--- config.mk ---
export PLATFORM = sky130hd
export DESIGN_NAME = partition_fit_allocator_unit
export DESIGN_NICKNAME = d
export VERILOG_FILES = /design/src/rtl/pfa_pkg.sv /design/src/rtl/pfa_table.sv /design/src/rtl/pfa_ctrl.sv /design/src/rtl/partition_fit_allocator_unit.sv
export SDC_FILE = /design/constraint.sdc
export NUM_CORES = 1
export LEC_CHECK = 0
export BUFFER_PORTS_ARGS = -buffer_cell sky130_fd_sc_hd__clkbuf_2
export CAP_MARGIN = 20
export CORE_ASPECT_RATIO = 1.1
export CORE_MARGIN = 8
export CORE_UTILIZATION = 35
export DETAILED_ROUTE_END_ITERATION = 16
export GPL_ROUTABILITY_DRIVEN = 1
export GPL_TIMING_DRIVEN = 0
export SETUP_SLACK_MARGIN = 0.5
export SLEW_MARGIN = 20
export SYNTH_ARGS = -nofsm -noshare
export SYNTH_HDL_FRONTEND = slang
export SYNTH_SLANG_ARGS = --single-unit
--- constraint.sdc ---
create_clock -name clock -period 10.8 [get_ports clock]
set_input_delay 1.62 -clock clock [delete_from_list [all_inputs] [get_ports clock]]
set_output_delay 1.62 -clock clock [all_outputs]
set_load 0.01 [all_outputs]
--- src/rtl/pfa_pkg.sv ---
// Shared types and constants for the partition fit allocator.
// No dependencies; used by pfa_ctrl and partition_fit_allocator_unit.
package pfa_pkg;

   localparam int INDEX_BITS = 5;
   localparam int COUNT_BITS = 6;
   localparam int CSR_INDEX_BITS = 2;

   typedef enum logic [CSR_INDEX_BITS-1:0] {
      CSR_PARTITION_COUNT = 2'd0,
      CSR_FIT_POLICY      = 2'd1
   } csr_index_type;

   typedef enum logic [1:0] {
      POL_FIRST = 2'd0,
      POL_BEST  = 2'd1,
      POL_WORST = 2'd2,
      POL_NEXT  = 2'd3
   } policy_type;

   typedef enum logic [0:0] {
      KIND_LOAD    = 1'b0,
      KIND_REQUEST = 1'b1
   } kind_type;

   typedef enum logic [1:0] {
      ST_IDLE,
      ST_SCAN,
      ST_WRITE,
      ST_DONE
   } state_type;

   typedef struct packed {
      logic [COUNT_BITS-1:0] count;
      policy_type            policy;
   } cfg_type;

   typedef struct packed {
      logic                  start;
      kind_type              kind;
      logic [INDEX_BITS-1:0] index;
   } item_ctl_type;

   typedef struct packed {
      logic idle;
      logic done;
   } status_type;

endpackage

--- src/rtl/pfa_table.sv ---
// Free-size table: one synchronous memory, one write and one read port.
// Read data is registered. No package dependency.
module pfa_table #(
   parameter int DEPTH     = 32,
   parameter int SIZE_BITS = 16,
   parameter int ADDR_W    = 5
) (
   input  logic                 clock,
   input  logic                 wr_en,
   input  logic [ADDR_W-1:0]    wr_addr,
   input  logic [SIZE_BITS-1:0] wr_data,
   input  logic                 rd_en,
   input  logic [ADDR_W-1:0]    rd_addr,
   output logic [SIZE_BITS-1:0] rd_data
);

   logic [SIZE_BITS-1:0] mem [DEPTH];
   logic [SIZE_BITS-1:0] rd_data_ff;

   always_ff @(posedge clock) begin
      if (wr_en) begin
         mem[wr_addr] <= wr_data;
      end
   end

   always_ff @(posedge clock) begin
      if (rd_en) begin
         rd_data_ff <= mem[rd_addr];
      end
   end

   assign rd_data = rd_data_ff;

endmodule

--- src/rtl/pfa_ctrl.sv ---
// Allocation sequencer: scans the free-size table one entry per cycle,
// tracks the candidate for the placement rule and writes the result back.
// Depends on pfa_pkg; drives pfa_table.
module pfa_ctrl #(
   parameter int DEPTH     = 32,
   parameter int SIZE_BITS = 16,
   parameter int ADDR_W    = 5
) (
   input  logic                                   clock,
   input  logic                                   reset,
   input  pfa_pkg::cfg_type                       cfg,
   input  pfa_pkg::item_ctl_type                  item,
   input  logic [SIZE_BITS-1:0]                   item_size,
   input  logic                                   take,
   output pfa_pkg::status_type                    status,
   output logic                                   res_granted,
   output logic [pfa_pkg::INDEX_BITS-1:0]         res_chosen,
   output logic [SIZE_BITS-1:0]                   res_before,
   output logic [SIZE_BITS-1:0]                   res_after,
   output logic                                   wr_en,
   output logic [ADDR_W-1:0]                      wr_addr,
   output logic [SIZE_BITS-1:0]                   wr_data,
   output logic                                   rd_en,
   output logic [ADDR_W-1:0]                      rd_addr,
   input  logic [SIZE_BITS-1:0]                   rd_data
);

   localparam logic [pfa_pkg::COUNT_BITS-1:0] DEPTH_C = pfa_pkg::COUNT_BITS'(DEPTH);
   localparam logic [8:0] LOAD_LIM = 9'(DEPTH);

   pfa_pkg::state_type state_ff, state_in;

   logic [SIZE_BITS-1:0]               req_ff, req_in;
   logic [pfa_pkg::COUNT_BITS-1:0]     n_ff, n_in;
   logic [pfa_pkg::COUNT_BITS-1:0]     issue_cnt_ff, issue_cnt_in;
   logic [ADDR_W-1:0]                  addr_ff, addr_in;
   logic                               rd_valid_ff, rd_valid_in;
   logic [ADDR_W-1:0]                  rd_addr_ff, rd_addr_in;
   logic                               pick_valid_ff, pick_valid_in;
   logic [ADDR_W-1:0]                  pick_ff, pick_in;
   logic [SIZE_BITS-1:0]               pick_free_ff, pick_free_in;
   logic [ADDR_W-1:0]                  ptr_ff, ptr_in;
   logic                               granted_ff, granted_in;
   logic [pfa_pkg::INDEX_BITS-1:0]     chosen_ff, chosen_in;
   logic [SIZE_BITS-1:0]               before_ff, before_in;
   logic [SIZE_BITS-1:0]               after_ff, after_in;

   logic [pfa_pkg::COUNT_BITS-1:0] n_c;
   logic                           issue;
   logic                           fits;
   logic                           take_pick;
   logic                           grant_c;
   logic                           load_wr;
   logic [SIZE_BITS-1:0]           remain_c;
   logic [ADDR_W-1:0]              pick_next_c;

   assign n_c       = (cfg.count > DEPTH_C) ? DEPTH_C : cfg.count;
   assign issue     = (state_ff == pfa_pkg::ST_SCAN) && (issue_cnt_ff < n_ff);
   assign fits      = (req_ff <= rd_data);
   assign grant_c   = pick_valid_ff && (req_ff <= pick_free_ff);
   assign remain_c  = pick_free_ff - req_ff;
   assign load_wr   = item.start && (item.kind == pfa_pkg::KIND_LOAD) &&
                      ({4'b0, item.index} < LOAD_LIM);
   assign pick_next_c = ((pfa_pkg::COUNT_BITS'(pick_ff) + 6'd1) >= n_ff) ?
                        '0 : ADDR_W'(pick_ff + 1'b1);

   always_comb begin
      case (cfg.policy)
         pfa_pkg::POL_BEST:  take_pick = fits && (!pick_valid_ff || rd_data < pick_free_ff);
         pfa_pkg::POL_WORST: take_pick = !pick_valid_ff || rd_data > pick_free_ff;
         default:            take_pick = fits && !pick_valid_ff;
      endcase
   end

   // next state
   always_comb begin
      state_in = state_ff;
      unique case (state_ff)
         pfa_pkg::ST_IDLE: begin
            if (item.start) begin
               state_in = (item.kind == pfa_pkg::KIND_LOAD) ? pfa_pkg::ST_DONE
                                                            : pfa_pkg::ST_SCAN;
            end
         end
         pfa_pkg::ST_SCAN: begin
            if (!issue && !rd_valid_ff) begin
               state_in = pfa_pkg::ST_WRITE;
            end
         end
         pfa_pkg::ST_WRITE: state_in = pfa_pkg::ST_DONE;
         pfa_pkg::ST_DONE: begin
            if (take) begin
               state_in = pfa_pkg::ST_IDLE;
            end
         end
         default: state_in = pfa_pkg::ST_IDLE;
      endcase
   end

   // outputs
   always_comb begin
      wr_en       = 1'b0;
      wr_addr     = pick_ff;
      wr_data     = remain_c;
      rd_en       = 1'b0;
      status.idle = 1'b0;
      status.done = 1'b0;
      unique case (state_ff)
         pfa_pkg::ST_IDLE: begin
            status.idle = 1'b1;
            wr_en       = load_wr;
            wr_addr     = item.index[ADDR_W-1:0];
            wr_data     = item_size;
         end
         pfa_pkg::ST_SCAN:  rd_en = issue;
         pfa_pkg::ST_WRITE: wr_en = grant_c;
         pfa_pkg::ST_DONE:  status.done = 1'b1;
         default: ;
      endcase
   end

   assign rd_addr = addr_ff;

   // datapath next values
   always_comb begin
      req_in        = req_ff;
      n_in          = n_ff;
      issue_cnt_in  = issue_cnt_ff;
      addr_in       = addr_ff;
      rd_valid_in   = issue;
      rd_addr_in    = addr_ff;
      pick_valid_in = pick_valid_ff;
      pick_in       = pick_ff;
      pick_free_in  = pick_free_ff;
      ptr_in        = ptr_ff;
      granted_in    = granted_ff;
      chosen_in     = chosen_ff;
      before_in     = before_ff;
      after_in      = after_ff;

      if (state_ff == pfa_pkg::ST_IDLE && item.start) begin
         req_in        = item_size;
         n_in          = n_c;
         issue_cnt_in  = '0;
         pick_valid_in = 1'b0;
         addr_in       = (cfg.policy == pfa_pkg::POL_NEXT &&
                          pfa_pkg::COUNT_BITS'(ptr_ff) < n_c) ? ptr_ff : '0;
         granted_in    = 1'b0;
         chosen_in     = '0;
         before_in     = '0;
         after_in      = '0;
      end

      if (issue) begin
         issue_cnt_in = issue_cnt_ff + 6'd1;
         addr_in      = ((pfa_pkg::COUNT_BITS'(addr_ff) + 6'd1) >= n_ff) ?
                        '0 : ADDR_W'(addr_ff + 1'b1);
      end

      if (rd_valid_ff && take_pick) begin
         pick_valid_in = 1'b1;
         pick_in       = rd_addr_ff;
         pick_free_in  = rd_data;
      end

      if (state_ff == pfa_pkg::ST_WRITE && grant_c) begin
         granted_in = 1'b1;
         chosen_in  = pfa_pkg::INDEX_BITS'(pick_ff);
         before_in  = pick_free_ff;
         after_in   = remain_c;
         if (cfg.policy == pfa_pkg::POL_NEXT) begin
            ptr_in = pick_next_c;
         end
      end
   end

   always_ff @(posedge clock) begin
      if (reset) begin
         state_ff      <= pfa_pkg::ST_IDLE;
         rd_valid_ff   <= 1'b0;
         pick_valid_ff <= 1'b0;
         ptr_ff        <= '0;
      end else begin
         state_ff      <= state_in;
         rd_valid_ff   <= rd_valid_in;
         pick_valid_ff <= pick_valid_in;
         ptr_ff        <= ptr_in;
      end
   end

   always_ff @(posedge clock) begin
      req_ff       <= req_in;
      n_ff         <= n_in;
      issue_cnt_ff <= issue_cnt_in;
      addr_ff      <= addr_in;
      rd_addr_ff   <= rd_addr_in;
      pick_ff      <= pick_in;
      pick_free_ff <= pick_free_in;
      granted_ff   <= granted_in;
      chosen_ff    <= chosen_in;
      before_ff    <= before_in;
      after_ff     <= after_in;
   end

   assign res_granted = granted_ff;
   assign res_chosen  = chosen_ff;
   assign res_before  = before_ff;
   assign res_after   = after_ff;

   a_rd_valid_in_scan: assert property (@(posedge clock) disable iff (reset)
      rd_valid_ff |-> state_ff == pfa_pkg::ST_SCAN)
      else $error("read data returned outside scan");

   a_issue_bounded: assert property (@(posedge clock) disable iff (reset)
      state_ff == pfa_pkg::ST_SCAN |-> issue_cnt_ff <= n_ff)
      else $error("scan issued past searched count");

   a_no_rw_overlap: assert property (@(posedge clock) disable iff (reset)
      !(wr_en && rd_en))
      else $error("table write during scan");

   a_ptr_range: assert property (@(posedge clock) disable iff (reset)
      pfa_pkg::COUNT_BITS'(ptr_ff) < DEPTH_C)
      else $error("resume pointer out of range");

   a_after_le_before: assert property (@(posedge clock) disable iff (reset)
      state_ff == pfa_pkg::ST_DONE && granted_ff |-> after_ff <= before_ff)
      else $error("granted partition grew");

endmodule

--- src/rtl/partition_fit_allocator_unit.sv ---
// Partition fit allocator: keeps a free size per partition in one memory and
// places each request by first, best, worst or next fit, one result word per
// input word. The scan reads one table entry per cycle through the memory's
// single read port; then the read latency drains, the remainder is written
// back if the request fits, the result is handed to the output register and
// the unit returns to idle.
// The result register lets the next word enter while a result waits.
// Depends on pfa_pkg, pfa_table and pfa_ctrl.
module partition_fit_allocator_unit #(
   parameter int PARTITIONS = 32,
   parameter int SIZE_BITS  = 16
) (
   input  logic        clock,
   input  logic        reset,
   input  logic        req_tvalid,
   output logic        req_tready,
   input  logic [23:0] req_tdata,    // partition_index[4:0], size_value[20:5], zero pad
   input  logic        req_tuser,    // kind
   output logic        rsp_tvalid,
   input  logic        rsp_tready,
   output logic [39:0] rsp_tdata,    // chosen_partition[4:0], free_before[20:5],
                                     // free_after[36:21], zero pad
   output logic        rsp_tuser,    // granted
   input  logic                               csr_wr_en,
   input  logic [pfa_pkg::CSR_INDEX_BITS-1:0] csr_index,
   input  logic [5:0]                         csr_wdata
);

   localparam int DEPTH  = (PARTITIONS < 32) ? PARTITIONS : 32;
   localparam int ADDR_W = (DEPTH > 1) ? $clog2(DEPTH) : 1;

   pfa_pkg::cfg_type      cfg_ff, cfg_in;
   pfa_pkg::item_ctl_type item;
   pfa_pkg::status_type   status;

   logic [SIZE_BITS+15:0] size_ext;
   logic [SIZE_BITS-1:0]  item_size;
   logic                  take;

   logic                       res_granted;
   logic [pfa_pkg::INDEX_BITS-1:0] res_chosen;
   logic [SIZE_BITS-1:0]       res_before, res_after;
   logic [SIZE_BITS+15:0]      before_ext, after_ext;

   logic                       wr_en, rd_en;
   logic [ADDR_W-1:0]          wr_addr, rd_addr;
   logic [SIZE_BITS-1:0]       wr_data, rd_data;

   logic        rsp_valid_ff, rsp_valid_in;
   logic [39:0] rsp_data_ff, rsp_data_in;
   logic        rsp_user_ff, rsp_user_in;

   // configuration
   always_comb begin
      cfg_in = cfg_ff;
      if (csr_wr_en) begin
         unique case (csr_index)
            pfa_pkg::CSR_PARTITION_COUNT: cfg_in.count = csr_wdata;
            pfa_pkg::CSR_FIT_POLICY:      cfg_in.policy = pfa_pkg::policy_type'(csr_wdata[1:0]);
            default: ;
         endcase
      end
   end

   always_ff @(posedge clock) begin
      if (reset) begin
         cfg_ff.count  <= 6'd32;
         cfg_ff.policy <= pfa_pkg::POL_FIRST;
      end else begin
         cfg_ff <= cfg_in;
      end
   end

   // input side
   assign req_tready = status.idle;
   assign size_ext   = {{SIZE_BITS{1'b0}}, req_tdata[20:5]};
   assign item_size  = size_ext[SIZE_BITS-1:0];
   assign item.start = req_tvalid && req_tready;
   assign item.kind  = pfa_pkg::kind_type'(req_tuser);
   assign item.index = req_tdata[4:0];

   pfa_table #(
      .DEPTH     (DEPTH),
      .SIZE_BITS (SIZE_BITS),
      .ADDR_W    (ADDR_W)
   ) u_table (
      .clock   (clock),
      .wr_en   (wr_en),
      .wr_addr (wr_addr),
      .wr_data (wr_data),
      .rd_en   (rd_en),
      .rd_addr (rd_addr),
      .rd_data (rd_data)
   );

   pfa_ctrl #(
      .DEPTH     (DEPTH),
      .SIZE_BITS (SIZE_BITS),
      .ADDR_W    (ADDR_W)
   ) u_ctrl (
      .clock       (clock),
      .reset       (reset),
      .cfg         (cfg_ff),
      .item        (item),
      .item_size   (item_size),
      .take        (take),
      .status      (status),
      .res_granted (res_granted),
      .res_chosen  (res_chosen),
      .res_before  (res_before),
      .res_after   (res_after),
      .wr_en       (wr_en),
      .wr_addr     (wr_addr),
      .wr_data     (wr_data),
      .rd_en       (rd_en),
      .rd_addr     (rd_addr),
      .rd_data     (rd_data)
   );

   // result register
   assign before_ext = {16'b0, res_before};
   assign after_ext  = {16'b0, res_after};
   assign take       = status.done && (!rsp_valid_ff || rsp_tready);

   always_comb begin
      rsp_valid_in = rsp_valid_ff;
      rsp_data_in  = rsp_data_ff;
      rsp_user_in  = rsp_user_ff;
      if (take) begin
         rsp_valid_in = 1'b1;
         rsp_data_in  = {3'b0, after_ext[15:0], before_ext[15:0], res_chosen};
         rsp_user_in  = res_granted;
      end else if (rsp_tready) begin
         rsp_valid_in = 1'b0;
      end
   end

   always_ff @(posedge clock) begin
      if (reset) begin
         rsp_valid_ff <= 1'b0;
      end else begin
         rsp_valid_ff <= rsp_valid_in;
      end
   end

   always_ff @(posedge clock) begin
      rsp_data_ff <= rsp_data_in;
      rsp_user_ff <= rsp_user_in;
   end

   assign rsp_tvalid = rsp_valid_ff;
   assign rsp_tdata  = rsp_data_ff;
   assign rsp_tuser  = rsp_user_ff;

endmodule
==> out/qor.csv <==
stage;metric;value;unit
run_status;status;complete, no violations;
layout;layout cells sized above 1;23.01;%
grt;first-pass GRT wire length;97900;um
placement;DP HPWL;48950;um
critical_path;R2R depth;9;
drt;initial drt markers;1276;
layout;nets;1974;
sta;Final min period;3658;ps
synthesis;count leader, synth;edfxtp_1;
drt;WL final;66230;um
sta;Clock Skew;20.85;ps
cts;Clock Pin Slew Worst Setup and Hold Paths;60;ps
floorplanning;full die area;90450;sq um
critical_path;Setup crit end kind;flop;
sta;fin crit share;33.87;%
grt;Tot GR Track Use;14.36;%
synthesis;mapped cell area;28380;sq um
sta;final hold vios;0;
floorplanning;Rows;109;
cts;clock sinks;681;
power;pwr dens;275.1;nW/um^2
critical_path;startpoint types;flop;
synthesis;total number of yosys warnings;0;
placement;gpl congestion;0.8855;
worst_hold_path;Hold Crit Depth;0;
synthesis;cell count after synthesis;1669;
power;leakage power;11.37;nW
drt;Routed Antenna Nets;0;
placement;Setup Slack @ Placement;6774;ps
layout;fillers;7074;
power;total power;9.163;mW
cts;Resize count post-CTS;0;
critical_path;Crit Path Max Fanout;16;
cts;CTS tree;built;
floorplanning;Die X;287.5;um
layout;Layout area overhead;17.38;%
floorplanning;Initial Util;35.32;%
synthesis;top_reg_cell synth;edfxtp_1;
drt;DR WL/cell;22.32;um
cts;Post-CTS Setup Bufs;0;
layout;Final Cell Area;33310;sq um
synthesis;Area contributors post-synth;edfxtp_1, mux4_2, ha_1, mux2i_1, dfxtp_1;
critical_path;CP arrival;3880;ps
critical_path;worst setup path class;flop to flop;
grt;initial antenna violation count;0;
worst_hold_path;HP Class;flop to flop;
synthesis;Cell variety after synth;83;
drt;vias per cell;5.149;
floorplanning;Die H;314.6;um
critical_path;CP required;11020;ps
sta;Sum Neg Setup Slack;0;ps
sta;max frequency;273.4;MHz
placement;port bufs;74;
floorplanning;area of the core;80330;sq um
power;peak supply drop;0.1511;mV
drt;DRC viols;0;
sta;actual slew at the worst max-slew pin;1080;ps
cts;CTS Buf Count;67;
drt;via count;15278;
synthesis;post-synth top area share;69.53;%
grt;grt ovf;0;
sta;Worst Slack Setup Final;7142;ps
run;Max-Cap Viols;0;
cts;clock latency at the later pin of the worst-skew pair;610;ps
cts;Clock Path Buffers;3;
floorplanning;num ports;81;
synthesis;Mapped Avg Cell Area;17.00;sq um
synthesis;post-synthesis sequential area ratio;71.22;%
placement;Post-DP Area;31090;sq um
synthesis;Post-synth top cells;edfxtp_1, nor2_1, mux2i_1;
cts;Clock Root Buffer;clkbuf_16;
synthesis;largest area contributor in the synthesized netlist;edfxtp_1;
cts;H-tree levels;3;
sta;Slew HR;27.08;%
drt;First-pass DRT Iterations;5;
synthesis;EDFF count, synth;657;
synthesis;Async SR Flop Fraction;0;%
grt;largest net degree at the start of global routing;38;
synthesis;synthesized flop and latch total;681;
sta;final max-slew violation count;0;
cts;hold_buf cts;0;
sta;RSZ-0062 raised after global routing;false;
layout;total area of sequential cells;20210;sq um
layout;multi-input logic area;7699;sq um
grt;number of global-route vias before repair;15784;
sta;Final setup viols;0;
## stage by stage
step	hold WS, ps	utilization (%)	std cells
3_3_place_gp	361.8	37.44	2799
3_5_place_dp	366.7	38.71	2844
5_1_grt	399.1	41.46	2966
6_report	380.4	41.47	2967
2_1_floorplan	346.2	-	1671
4_1_cts	380.2	41.46	2966
## metal layers
layer | up-vias | global-route usage [%] | wire length, um | part of all wire [%]
met5 | - | 0 | 0 | 0
met4 | 0 | 6.668 | 2557 | 3.9
met3 | 107 | 2.555 | 3669 | 5.5
met2 | 484 | 24.64 | 32820 | 50
met1 | 7708 | 17.49 | 27180 | 41
li1 | 6979 | - | - | -
## power by group
part | switching (mW) | internal (mW)
Sequential | 0.0910 | 3.59
Clock | 0.970 | 1.37
Combinational | 2.01 | 1.13
Total | 3.07 | 6.09
## worst max-delay path: stages (launching register included)
cell       delay (ps)
edfxtp_1          360
inv_1              80
ha_1              220
fa_1              400
nor2b_1           180
o2111a_1          270
o2111ai_2         220
a31oi_4           500
o22ai_4           270
nor2_2            760
## layout make-up
cell class | count | area share, %
Antenna cell | 1 | 0.007513
Timing Repair Buffer | 119 | 3.407
Inverter | 77 | 0.8677
Sequential cell | 681 | 60.67
Clock buffer | 84 | 5.447
Buffer | 79 | 1.334
Multi-Input combinational cell | 834 | 23.11
Tap cell | 1054 | 3.959
Clock inverter | 38 | 1.191
## flip-flops by register name (all words and copies together), names as in the netlist, 8 cells and up
register / count
u_table.mem: 512
rsp_tdata: 37
u_ctrl.pick_free_ff: 16
u_ctrl.req_ff: 16
u_ctrl.res_after: 16
u_ctrl.res_before: 16
u_table.rd_data: 16
cfg_ff: 8
## cells by family after synthesis
family / Yosys count / share of synthesized area (%)
compound gates: 263 / 6.808
xor+xnor: 20 / 0.6173
fa+ha+maj: 77 / 3.422
buf+inv: 156 / 2.579
flops: 681 / 71.22
mux: 203 / 10.82
other cells: 1 / 0.01322
simple gates: 268 / 4.520
## worst paths after layout
check	start	endpoint	slack (ps)
worst max-delay path	u_ctrl.pick_free_ff[0]$_DFFE_PP_	u_table.mem[6][10]$_DFFE_PP_	7140
worst min-delay path	u_ctrl.rd_addr[2]$_DFFE_PP_	u_ctrl.rd_addr_ff[2]$_DFF_P_	380
worst max register to register	u_ctrl.pick_free_ff[0]$_DFFE_PP_	u_table.mem[6][10]$_DFFE_PP_	7140
worst min register to register	u_ctrl.rd_addr[2]$_DFFE_PP_	u_ctrl.rd_addr_ff[2]$_DFF_P_	380
## layout by cell type (no fill, tap or decap), types with 7 or more instances in the layout
| cell type | Yosys | routed |
|---|---|---|
| nand3_1 | 17 | 17 |
| o21ai_4 | 2 | 16 |
| edfxtp_1 | 657 | 657 |
| a21oi_1 | 45 | 45 |
| buf_6 | 11 | 26 |
| ha_1 | 76 | 76 |
| o31ai_1 | 17 | 17 |
| clkbuf_2 | 0 | 75 |
| mux2i_1 | 93 | 93 |
| mux4_2 | 80 | 80 |
| buf_4 | 12 | 14 |
| mux2_2 | 30 | 30 |
| xor2_1 | 12 | 12 |
| buf_2 | 15 | 15 |
| inv_1 | 76 | 76 |
| a21o_1 | 15 | 15 |
| o21ai_0 | 44 | 31 |
| buf_8 | 0 | 14 |
| clkinv_2 | 0 | 12 |
| nor2b_1 | 24 | 23 |
| nor2_1 | 103 | 71 |
| nor3_1 | 8 | 7 |
| a21boi_0 | 16 | 16 |
| o22ai_1 | 19 | 19 |
| buf_16 | 0 | 12 |
| xnor2_1 | 8 | 8 |
| clkbuf_1 | 38 | 50 |
| nor2_2 | 0 | 32 |
| bufinv_16 | 0 | 7 |
| nand2_1 | 66 | 65 |
| dfxtp_1 | 24 | 24 |
| o221ai_1 | 42 | 42 |
| clkbuf_16 | 0 | 70 |
| clkinv_1 | 0 | 11 |
| nand2b_1 | 8 | 8 |
Note: power is estimated with default switching activity, not from simulation.
